[src/skset_pkg.sv]
// shared constants, opcodes and the sequencer state type for the sorted key set
// no dependencies; used by skset_ram users and the sorted_key_set top level
package skset_pkg;

    localparam int CAPACITY = 64;
    localparam int KEY_W    = 31;
    localparam int IDX_W    = $clog2(CAPACITY);
    localparam int CNT_W    = $clog2(CAPACITY + 1);

    localparam logic [1:0] OP_CONTAINS = 2'd0;
    localparam logic [1:0] OP_ADD      = 2'd1;
    localparam logic [1:0] OP_REMOVE   = 2'd2;

    typedef enum logic [7:0] {
        S_IDLE  = 8'b0000_0001,
        S_READ  = 8'b0000_0010,
        S_CMP   = 8'b0000_0100,
        S_UP_RD = 8'b0000_1000,
        S_UP_WR = 8'b0001_0000,
        S_DN_RD = 8'b0010_0000,
        S_DN_WR = 8'b0100_0000,
        S_DONE  = 8'b1000_0000
    } t_state;

endpackage

[src/sorted_key_set.sv]
// sorted key set: a set of distinct 31-bit keys kept in ascending order in a ram.
// A request on i_valid/i_op/i_key is taken when o_stall is low; o_stall is high
// from the cycle after acceptance until the request is finished, so one request
// is in work at a time. op 0 asks whether the key is held, op 1 adds it, op 2
// removes it; op 3 changes nothing and answers 0.
// Each request gives one result on o_valid/o_success/o_full_error, held until
// the cycle in which i_stall is low. A finished result waits in the output
// register while the next request is already being taken and worked.
// Steps: the key is located with one ram read and one compare a step, a gap is
// opened or closed with one ram read and one ram write per moved key, and then
// the result is posted.
// Throughput is set by the single ram port pair and the one shared comparator.
// Reset empties the set by clearing the key count; the ram needs no clearing pass.
// If the output register still holds a stalled result, the next result waits.
// Depends on skset_pkg and skset_ram.
module sorted_key_set (
    input  logic                        i_clk,
    input  logic                        i_rst_n,
    input  logic                        i_valid,
    input  logic [1:0]                  i_op,
    input  logic [skset_pkg::KEY_W-1:0] i_key,
    output logic                        o_stall,
    output logic                        o_valid,
    output logic                        o_success,
    output logic                        o_full_error,
    input  logic                        i_stall
);

    localparam int IDX_W = skset_pkg::IDX_W;
    localparam int CNT_W = skset_pkg::CNT_W;
    localparam int KEY_W = skset_pkg::KEY_W;

    skset_pkg::t_state r_state, n_state;
    logic [CNT_W-1:0]  r_count, n_count;
    logic [CNT_W-1:0]  r_idx, n_idx;
    logic [1:0]        r_op, n_op;
    logic [KEY_W-1:0]  r_key, n_key;
    logic              r_res_success, n_res_success;
    logic              r_res_full, n_res_full;
    logic              r_out_valid, n_out_valid;
    logic              r_out_success, n_out_success;
    logic              r_out_full, n_out_full;

    logic              ram_we;
    logic [IDX_W-1:0]  ram_waddr;
    logic [KEY_W-1:0]  ram_wdata;
    logic [IDX_W-1:0]  ram_raddr;
    logic [KEY_W-1:0]  ram_rdata;

    logic              loc_done;
    logic              loc_here;
    logic              in_take;
    logic              out_free;
    logic [CNT_W-1:0]  idx_inc;

    assign o_stall  = (r_state != skset_pkg::S_IDLE);
    assign in_take  = i_valid && (r_state == skset_pkg::S_IDLE);
    assign out_free = !r_out_valid || !i_stall;
    assign idx_inc  = r_idx + CNT_W'(1);

    // shared compare: search ends at the first stored key not below the request, or past the last stored key
    always_comb begin
        loc_done = 1'b0;
        loc_here = 1'b0;
        if (r_state == skset_pkg::S_READ) begin
            loc_done = (r_idx == r_count);
        end else if (r_state == skset_pkg::S_CMP) begin
            loc_done = !(ram_rdata < r_key);
            loc_here = (ram_rdata == r_key);
        end
    end

    always_comb begin
        n_state       = r_state;
        n_count       = r_count;
        n_idx         = r_idx;
        n_op          = r_op;
        n_key         = r_key;
        n_res_success = r_res_success;
        n_res_full    = r_res_full;
        n_out_valid   = r_out_valid;
        n_out_success = r_out_success;
        n_out_full    = r_out_full;
        ram_we        = 1'b0;
        ram_waddr     = r_idx[IDX_W-1:0];
        ram_wdata     = r_key;
        ram_raddr     = r_idx[IDX_W-1:0];

        if (r_out_valid && !i_stall) begin
            n_out_valid = 1'b0;
        end

        case (r_state)
            skset_pkg::S_IDLE: begin
                if (in_take) begin
                    n_op    = i_op;
                    n_key   = i_key;
                    n_idx   = '0;
                    n_state = skset_pkg::S_READ;
                end
            end
            skset_pkg::S_READ,
            skset_pkg::S_CMP: begin
                if (r_state == skset_pkg::S_READ && !loc_done) begin
                    n_state = skset_pkg::S_CMP;
                end else if (r_state == skset_pkg::S_CMP && !loc_done) begin
                    n_idx   = idx_inc;
                    n_state = skset_pkg::S_READ;
                end else begin
                    // key located at r_idx; choose what the request does
                    n_res_success = 1'b0;
                    n_res_full    = 1'b0;
                    n_state       = skset_pkg::S_DONE;
                    case (r_op)
                        skset_pkg::OP_CONTAINS: begin
                            n_res_success = loc_here;
                        end
                        skset_pkg::OP_ADD: begin
                            if (!loc_here) begin
                                if (r_count == CNT_W'(skset_pkg::CAPACITY)) begin
                                    n_res_full = 1'b1;
                                end else begin
                                    n_key   = r_key;
                                    n_state = skset_pkg::S_UP_RD;
                                end
                            end
                        end
                        skset_pkg::OP_REMOVE: begin
                            if (loc_here) begin
                                n_state = skset_pkg::S_DN_RD;
                            end
                        end
                        default: begin
                        end
                    endcase
                end
            end
            default: begin
            end
        endcase

        // shifting states use r_idx as the insert or remove position and the
        // dedicated walker below
    end

    // walker for the gap shift: one ram read then one ram write per moved key
    logic [CNT_W-1:0] r_walk, n_walk;
    logic [CNT_W-1:0] walk_inc;
    logic [CNT_W-1:0] walk_dec;
    logic             sh_we;
    logic [IDX_W-1:0] sh_waddr;
    logic [KEY_W-1:0] sh_wdata;
    logic [IDX_W-1:0] sh_raddr;
    skset_pkg::t_state sh_state;
    logic             sh_active;
    logic             sh_finish;

    assign walk_inc = r_walk + CNT_W'(1);
    assign walk_dec = r_walk - CNT_W'(1);

    always_comb begin
        n_walk    = r_walk;
        sh_we     = 1'b0;
        sh_waddr  = r_walk[IDX_W-1:0];
        sh_wdata  = ram_rdata;
        sh_raddr  = r_walk[IDX_W-1:0];
        sh_state  = r_state;
        sh_active = 1'b0;
        sh_finish = 1'b0;
        case (r_state)
            skset_pkg::S_READ,
            skset_pkg::S_CMP: begin
                // start the walker at the top for insert, at the hit for remove
                n_walk = (r_op == skset_pkg::OP_ADD) ? r_count : r_idx;
            end
            skset_pkg::S_UP_RD: begin
                sh_active = 1'b1;
                if (r_walk == r_idx) begin
                    sh_we     = 1'b1;
                    sh_wdata  = r_key;
                    sh_finish = 1'b1;
                    sh_state  = skset_pkg::S_DONE;
                end else begin
                    sh_raddr = walk_dec[IDX_W-1:0];
                    sh_state = skset_pkg::S_UP_WR;
                end
            end
            skset_pkg::S_UP_WR: begin
                sh_active = 1'b1;
                sh_we     = 1'b1;
                n_walk    = walk_dec;
                sh_state  = skset_pkg::S_UP_RD;
            end
            skset_pkg::S_DN_RD: begin
                sh_active = 1'b1;
                if (walk_inc >= r_count) begin
                    sh_finish = 1'b1;
                    sh_state  = skset_pkg::S_DONE;
                end else begin
                    sh_raddr = walk_inc[IDX_W-1:0];
                    sh_state = skset_pkg::S_DN_WR;
                end
            end
            skset_pkg::S_DN_WR: begin
                sh_active = 1'b1;
                sh_we     = 1'b1;
                n_walk    = walk_inc;
                sh_state  = skset_pkg::S_DN_RD;
            end
            default: begin
            end
        endcase
    end

    // final next-state merge of search, shift and result posting
    skset_pkg::t_state m_state;
    logic [CNT_W-1:0]  m_count;
    logic              m_res_success;
    logic              m_out_valid;
    logic              m_out_success;
    logic              m_out_full;

    always_comb begin
        m_state       = n_state;
        m_count       = n_count;
        m_res_success = n_res_success;
        m_out_valid   = n_out_valid;
        m_out_success = n_out_success;
        m_out_full    = n_out_full;
        if (sh_active) begin
            m_state = sh_state;
            if (sh_finish) begin
                m_res_success = 1'b1;
                m_count = (r_state == skset_pkg::S_UP_RD) ? (r_count + CNT_W'(1))
                                                          : (r_count - CNT_W'(1));
            end
        end
        if (r_state == skset_pkg::S_DONE && out_free) begin
            m_out_valid   = 1'b1;
            m_out_success = r_res_success;
            m_out_full    = r_res_full;
            m_state       = skset_pkg::S_IDLE;
        end
    end

    logic              u_we;
    logic [IDX_W-1:0]  u_waddr;
    logic [KEY_W-1:0]  u_wdata;
    logic [IDX_W-1:0]  u_raddr;

    always_comb begin
        u_we    = ram_we;
        u_waddr = ram_waddr;
        u_wdata = ram_wdata;
        u_raddr = ram_raddr;
        if (sh_active) begin
            u_we    = sh_we;
            u_waddr = sh_waddr;
            u_wdata = sh_wdata;
            u_raddr = sh_raddr;
        end
    end

    always_ff @(posedge i_clk) begin
        if (!i_rst_n) begin
            r_state     <= skset_pkg::S_IDLE;
            r_count     <= '0;
            r_out_valid <= 1'b0;
        end else begin
            r_state     <= m_state;
            r_count     <= m_count;
            r_out_valid <= m_out_valid;
        end
    end

    always_ff @(posedge i_clk) begin
        r_idx         <= n_idx;
        r_walk        <= n_walk;
        r_op          <= n_op;
        r_key         <= n_key;
        r_res_success <= m_res_success;
        r_res_full    <= n_res_full;
        r_out_success <= m_out_success;
        r_out_full    <= m_out_full;
    end

    assign o_valid      = r_out_valid;
    assign o_success    = r_out_success;
    assign o_full_error = r_out_full;

    // the ram is driven from the merged port signals
    skset_ram #(
        .DEPTH (skset_pkg::CAPACITY),
        .WIDTH (KEY_W)
    ) u_ram (
        .i_clk   (i_clk),
        .i_we    (u_we),
        .i_waddr (u_waddr),
        .i_wdata (u_wdata),
        .i_raddr (u_raddr),
        .o_rdata (ram_rdata)
    );

endmodule

[src/skset_ram.sv]
// generic single-clock ram: one write port, one read port with registered data
// standalone; sized by its parameters
module skset_ram #(
    parameter int DEPTH = 64,
    parameter int WIDTH = 31
) (
    input  logic                     i_clk,
    input  logic                     i_we,
    input  logic [$clog2(DEPTH)-1:0] i_waddr,
    input  logic [WIDTH-1:0]         i_wdata,
    input  logic [$clog2(DEPTH)-1:0] i_raddr,
    output logic [WIDTH-1:0]         o_rdata
);

    logic [WIDTH-1:0] r_mem [DEPTH];
    logic [WIDTH-1:0] r_rdata;

    always_ff @(posedge i_clk) begin
        if (i_we) begin
            r_mem[i_waddr] <= i_wdata;
        end
        r_rdata <= r_mem[i_raddr];
    end

    assign o_rdata = r_rdata;

endmodule
[config.mk]
export PLATFORM = sky130hd
export DESIGN_NAME = sorted_key_set
export DESIGN_NICKNAME = d
export VERILOG_FILES = /design/src/skset_pkg.sv /design/src/sorted_key_set.sv /design/src/skset_ram.sv
export SDC_FILE = /design/constraint.sdc
export NUM_CORES = 2
export LEC_CHECK = 0
export CAP_MARGIN = 25
export CORE_UTILIZATION = 63
export CTS_CLUSTER_DIAMETER = 40
export DETAILED_ROUTE_END_ITERATION = 16
export DONT_BUFFER_PORTS = 1
export GPL_TIMING_DRIVEN = 0
export PLACE_DENSITY = 0.79
export SYNTH_ARGS = -nofsm -noshare
export SYNTH_HDL_FRONTEND = slang
export SYNTH_HIERARCHICAL = 1
export SYNTH_SLANG_ARGS = --single-unit
[constraint.sdc]
create_clock -name i_clk -period 6.4 [get_ports i_clk]
set_input_delay 0.32 -clock i_clk [delete_from_list [all_inputs] [get_ports i_clk]]
set_output_delay 0.32 -clock i_clk [all_outputs]
set_load 0.05 [all_outputs]
# [After elaboration in Yosys (flattened, before gate mapping)]
# Memory sizes are Yosys's and may differ from the RTL's. A register that Yosys moved wholly into a read port is not among the register bits.
# Cells that the tools add are included.
[word_totals] n_memories=1 latchBits=0 wordCells=116 ram_bits=1984 mem_bits_ro=0 output_inout_bits=4 reg_bits=67 inputBits=37
[op_classes] n_bitwise=4 reduce_logical=25 n_div=0 mul=0 muxes=48 addsub=5 shift=0 eq_ne=20 magnitude_cmp=2
[mem_list] name="u_ram.r_mem" depth=64 width=31 read_ports=1 rd_clocked_by_memory_dff=1 write_ports=1 line_no="skset_ram.sv:15" source="logic [WIDTH-1:0] r_mem [DEPTH];"
[ops] cell="two-way mux 31 bit" n=3
[ops] cell="two-way mux 8 bit" n=9
[ops] cell="two-way mux 7 bit" n=5
[ops] cell="one-hot mux 8 bit (2 select lines)" n=2
[ops] cell="one-hot mux 8 bit (4 select lines)" n=1
[ops] cell="equality test 31 bit" n=1
[ops] cell="< comparator 31 bit" n=1
[ops] cell="two-way mux 6 bit" n=4
[ops] cell="adder 7 x 1 -> 7 bit (second input constant)" n=3
[ops] cell="one-hot mux 7 bit (3 select lines)" n=1
[ops] cell="two-way mux 1 bit" n=19
[ops] cell="equality test 7 bit" n=2
[ops] cell="one-hot mux 7 bit (2 select lines)" n=1
[ops] cell="subtractor 7 x 1 -> 7 bit (second input constant)" n=2
[ops] cell="one-hot mux 6 bit (2 select lines)" n=1
[ops] cell="equality test 8 x 1 -> 1 bit (second input constant)" n=1
[ops] cell="equality test 8 x 2 -> 1 bit (second input constant)" n=1
[ops] cell="equality test 8 x 3 -> 1 bit (second input constant)" n=1
[ops] cell="equality test 8 x 4 -> 1 bit (second input constant)" n=1
[ops] cell="equality test 8 x 5 -> 1 bit (second input constant)" n=1
[ops] cell="equality test 8 x 6 -> 1 bit (second input constant)" n=1
[ops] cell="equality test 8 x 7 -> 1 bit (second input constant)" n=1
[ops] cell="equality test 8 bit (second input constant)" n=1
[ops] cell="!= test 8 x 1 -> 1 bit (second input constant)" n=1
[ops] cell="20 further kinds" n=40

# [Longest topological paths before layout]
[depth] depth_word=11 ltp_mapped=22 ltp_nobuf=16

# [Modules after synthesis]
# The synthesis kept the hierarchy.
[by_module_without_submodules] module="skset_ram" area_each_um2=76309.4 instances=1 seq_area_each_um2=60197.7 cells_each=3418
[by_module_without_submodules] module="sorted_key_set" area_each_um2=5255.0 instances=1 seq_area_each_um2=1841.8 cells_each=544

# [Least setup slack after synthesis]
# Ideal clock, no wire load.
[synth_path] path_kind="flip-flop to flip-flop" startpoint="register r_state[1]" endpoint="memory u_ram.r_mem[49][0], enable pin" path_buffers=2 path_stages_with_launch=9 t_arrival_ps=4161 required_ps=5942 synth_period_minus_slack_ps=4618 path_slack_ps=1782 setup_time_ps=458 path_cell_list="dfxtp_1 -> buf_2 -> nor3_2 -> o2111ai_1 -> a21o_1 -> buf_2 -> o21ai_0 -> nand4_1 -> nor3_1"
[synth_between] elab_cells_between_ends=12 classes_between="eq/ne: 4; mux: 6; reduce/logical: 2"
[synth_lines] element="start, declared" line_no="sorted_key_set.sv:33" source="skset_pkg::t_state r_state, n_state;"
[synth_lines] element="start signal, assigned" line_no="sorted_key_set.sv:266" source="r_state <= skset_pkg::S_IDLE;"
[synth_lines] element="start signal, assigned" line_no="sorted_key_set.sv:270" source="r_state <= m_state;"
[synth_lines] element="equality test 8 x 4 -> 1 bit, or another cell as far along" line_no="sorted_key_set.sv:170" source="case (r_state)"
[synth_lines] element="OR reduction 4 bit (no line) *"
[synth_lines] element="two-way mux 1 bit *" line_no="sorted_key_set.sv:170"
[synth_lines] element="two-way mux 6 bit *" line_no="sorted_key_set.sv:256" source="if (sh_active) begin"
[synth_lines] element="named net u_waddr[0]" line_no="sorted_key_set.sv:247" source="logic [IDX_W-1:0] u_waddr;"
[synth_lines] element="end, declared" line_no="skset_ram.sv:15"
# The timed path passes the listed nets; every way through them passes the cells marked *.

# [Worst setup path after layout]
[layout_path] startpoint="register r_walk[1]" endpoint="register u_ram.r_rdata[30] (netlist: u_ram/o_rdata[30]) (read register of u_ram.r_mem)"
[layout_between] elab_chain_len=5 elab_cells_between_ends=8 classes_between="add/sub: 2; order compare: 1; eq/ne: 1; mux: 4"
[layout_rtl] element="start, declared" line_no="sorted_key_set.sv:147" source="logic [CNT_W-1:0] r_walk, n_walk;"
[layout_rtl] element="start signal, assigned" line_no="sorted_key_set.sv:278" source="r_walk <= n_walk;"
[layout_rtl] element="adder 7 x 1 -> 7 bit" line_no="sorted_key_set.sv:158" source="assign walk_inc = r_walk + CNT_W'(1);"
[layout_rtl] element="greater-or-equal comparator 7 bit" line_no="sorted_key_set.sv:196" source="if (walk_inc >= r_count) begin"
[layout_rtl] element="two-way mux 6 bit" line_no="sorted_key_set.sv:196"
[layout_rtl] element="one-hot mux 6 bit (2 select lines) *" line_no="sorted_key_set.sv:170"
[layout_rtl] element="two-way mux 6 bit *" line_no="sorted_key_set.sv:256"
[layout_rtl] element="named net u_raddr[3]" line_no="sorted_key_set.sv:249" source="logic [IDX_W-1:0] u_raddr;"
[layout_rtl] element="end, declared" line_no="skset_ram.sv:16" source="logic [WIDTH-1:0] r_rdata;"
# Marked as above.
# A chain may end at the register's enable or synchronous reset.

==> metrics.yaml <==
synth_seq_area_share: 0.761
dp_cells: 5772
cp.required_ns: 7.08
syn_inst: 3962
drive_gt1_frac: 0.246
ant_nets: 0
overflow: 0
gp_congestion: 0.914
dieHeight_microns: 362
vdd_drop_max_mv: 0.283
cellPowerDensity_mw_per_mm2: 386
synth_nets: 4049
cp_max_fo: 10
core_area_sq_mm: 0.128
nNetsFinal: 4396
synth_ff_type: "edfxtp_1"
num_vias: 44133
hold_violations: 0
outcome: "complete, but fails checks"
grt_usage: 0.342
max_freq_ghz: 0.155
startpoint_type: "flop"
place_ws_ns: -1.10
syn_to_final_growth_pct: 14.9
violations: "negative setup slack"
first_iter_violations: 7538
stdcell_count: 6228
ios: 41
path_class: "reg -> reg"
fin_worst_skew_ns: 0.0579
synth.avg_cell_area_sq_um: 20.6
antenna_found_initial: 19
p_leak_nw: 30.8
nFillCells: 6879
period_share: 1.01
synth_warnings: 6
ys_ff_latch: 2082
clock_path_buffers: 3
async_flop_share: 0
setup_ws_ns: -0.0528
first_pass_iters: 8
io_buffers: 0
fin_crit_ns: 6.45
clkTransAtPathRegs_ns: 0.06
cts.htree.levels: 4
vias_per_cell: 7.09
placed_area_sq_mm: 0.0857
worst_slew_pin_slew_ns: 1.06
dieWidth_microns: 362
maxSlewViolCount: 0
hold_ws_ns: 0.0900
grt_pass1_wl_microns: 312000
clock_latency_ns: 0.87
dpl.hpwl_microns: 132000
grt_max_degree: 65
cts_tree: "built"
syn-cell-area_sq_mm: 0.0816
synth_edf_count: 2034
cts_made_buffers: 224
cts-root-buf: "clkbuf_16"
grt_pass1_vias: 43714
finalSetupViolCount: 2
drc: 0
die_area_sq_mm: 0.131
avgRoutedWirePerCell_microns: 35.8
rows: 131
slew_headroom: 0.286
endpoint_kind: "flop"
worstPathArrival_ns: 7.14
wirelength_microns: 223000
regArea_sq_mm: 0.0620
holdCritPathClass: "in -> reg"
setup_tns_ns: -0.0980
finalInstanceArea_sq_mm: 0.0937
multi_input_area_sq_mm: 0.0189
cap_violations: 0
clock_sinks: 2082
synth_cell_type_count: 69
start_util: 0.637
sequential cells by signal, indices dropped and copies added (netlist names), 2 cells and up:
register	cells
n_count	7
r_idx	7
r_key	31
r_op	2
r_state	8
r_walk	7
u_ram/o_rdata	31
u_ram/r_mem	1984
layout by cell type (no fill, tap or decap), drive strengths merged, types with 6 or more instances in the layout:
master,n
xnor2,24
a211oi,8
nand3b,6
clkbuf,369
nand4,16
a21o,32
mux2,40
clkinv,98
a22oi,106
nand2,61
nand3,21
bufinv,15
mux4,403
inv,81
buf,198
xor2,15
o22ai,87
and3,33
nor2b,9
dfxtp,48
o21ai,72
a21oi,36
mux2i,306
a31oi,55
ha,49
nor2,113
dlygate4sd3,36
nand2b,8
nor3,19
o31ai,30
edfxtp,2034
clkinvlp,8
path summary, 6_finish.rpt:
check | from | end | slack, ns | cells past startpoint
worst max register to register | r_walk[1] | u_ram/o_rdata[30] | -0.05 | 18
worst min register to register | r_res_full | o_full_error | 0.43 | 0
worst min-delay path | i_key[1] | r_key[1] | 0.09 | 1
worst max-delay path | r_walk[1] | u_ram/o_rdata[30] | -0.05 | 18
cells by family (layout without fill, tap and decap cells):
logic type | count (synthesis) | count (layout) | synth area share
flops | 2082 | 2082 | 0.761
mux | 749 | 749 | 0.156
compound gates | 449 | 449 | 0.0364
simple gates | 318 | 318 | 0.0196
buf+inv | 275 | 807 | 0.0157
fa+ha+maj | 50 | 50 | 0.00776
xor+xnor | 39 | 39 | 0.00419
other cells | 0 | 5 | 0
synth_stat cells (all sizes together) (33+ instances only):
master,instances,area share
a21oi,36,0.0023
a22oi,106,0.0098
a31oi,55,0.0042
and3,33,0.0025
buf,126,0.0088
clkbuf,94,0.0043
dfxtp,48,0.012
edfxtp,2034,0.75
ha,49,0.0075
inv,55,0.0025
mux2,40,0.0069
mux2i,306,0.038
mux4,403,0.11
nand2,61,0.0028
nor2,113,0.0052
o21ai,72,0.0044
o22ai,87,0.0067
cell type report:
cell class                 count  share of cell area
antenna                        5            0.000134
buffer                       219              0.0122
clock buffer                 264              0.0621
clock inverter               147              0.0160
inverter                      55             0.00220
multi-input combinational   1605               0.202
sequential                  2082               0.662
tap                         1729              0.0231
timing repair buffer         122              0.0204
power by group:
group	internal, mW	switching [mW]	total [mW]
combinational	2.45	4.94	7.39
clock	7.20	5.54	12.7
sequential	15.9	0.174	16.1
repair_timing:
item                       CTS  global route
hold buffers                36             0
hold endpoints to repair    51             0
setup endpoints to repair   31            29
resized for setup           36            51
buffers inserted             2             1
worst max-delay path, cell delays in order, from the launching register on:
cell,delay [ns]
edfxtp_1,0.36
clkbuf_1,0.32
nand3_1,0.26
nor2_1,0.19
xor2_1,0.34
ha_1,0.23
a21oi_1,0.08
o21ai_0,0.22
a21oi_2,0.05
buf_4,0.17
and2_1,0.22
o31ai_1,0.22
a211o_1,0.72
clkbuf_1,0.57
buf_6,0.26
clkdlybuf4s15_1,0.84
nand2_1,0.45
a311oi_1,0.54
nor3_2,0.21
metrics by stage:
step	utilization	total power, mW
after floorplan	-	20.5
after global placement	0.654	23.0
after detailed placement	0.669	23.2
after CTS	0.730	35.9
after global routing	0.732	36.9
final	0.732	36.2
metal layers:
layer / wire, microns / vias to the layer above / global-route usage
li1: - / 17220 / -
met1: 74600 / 22557 / 0.436
met2: 107000 / 3614 / 0.544
met3: 26800 / 726 / 0.0865
met4: 14400 / 16 / 0.192
met5: 265 / - / 0
(Power assumes the default switching activity.)
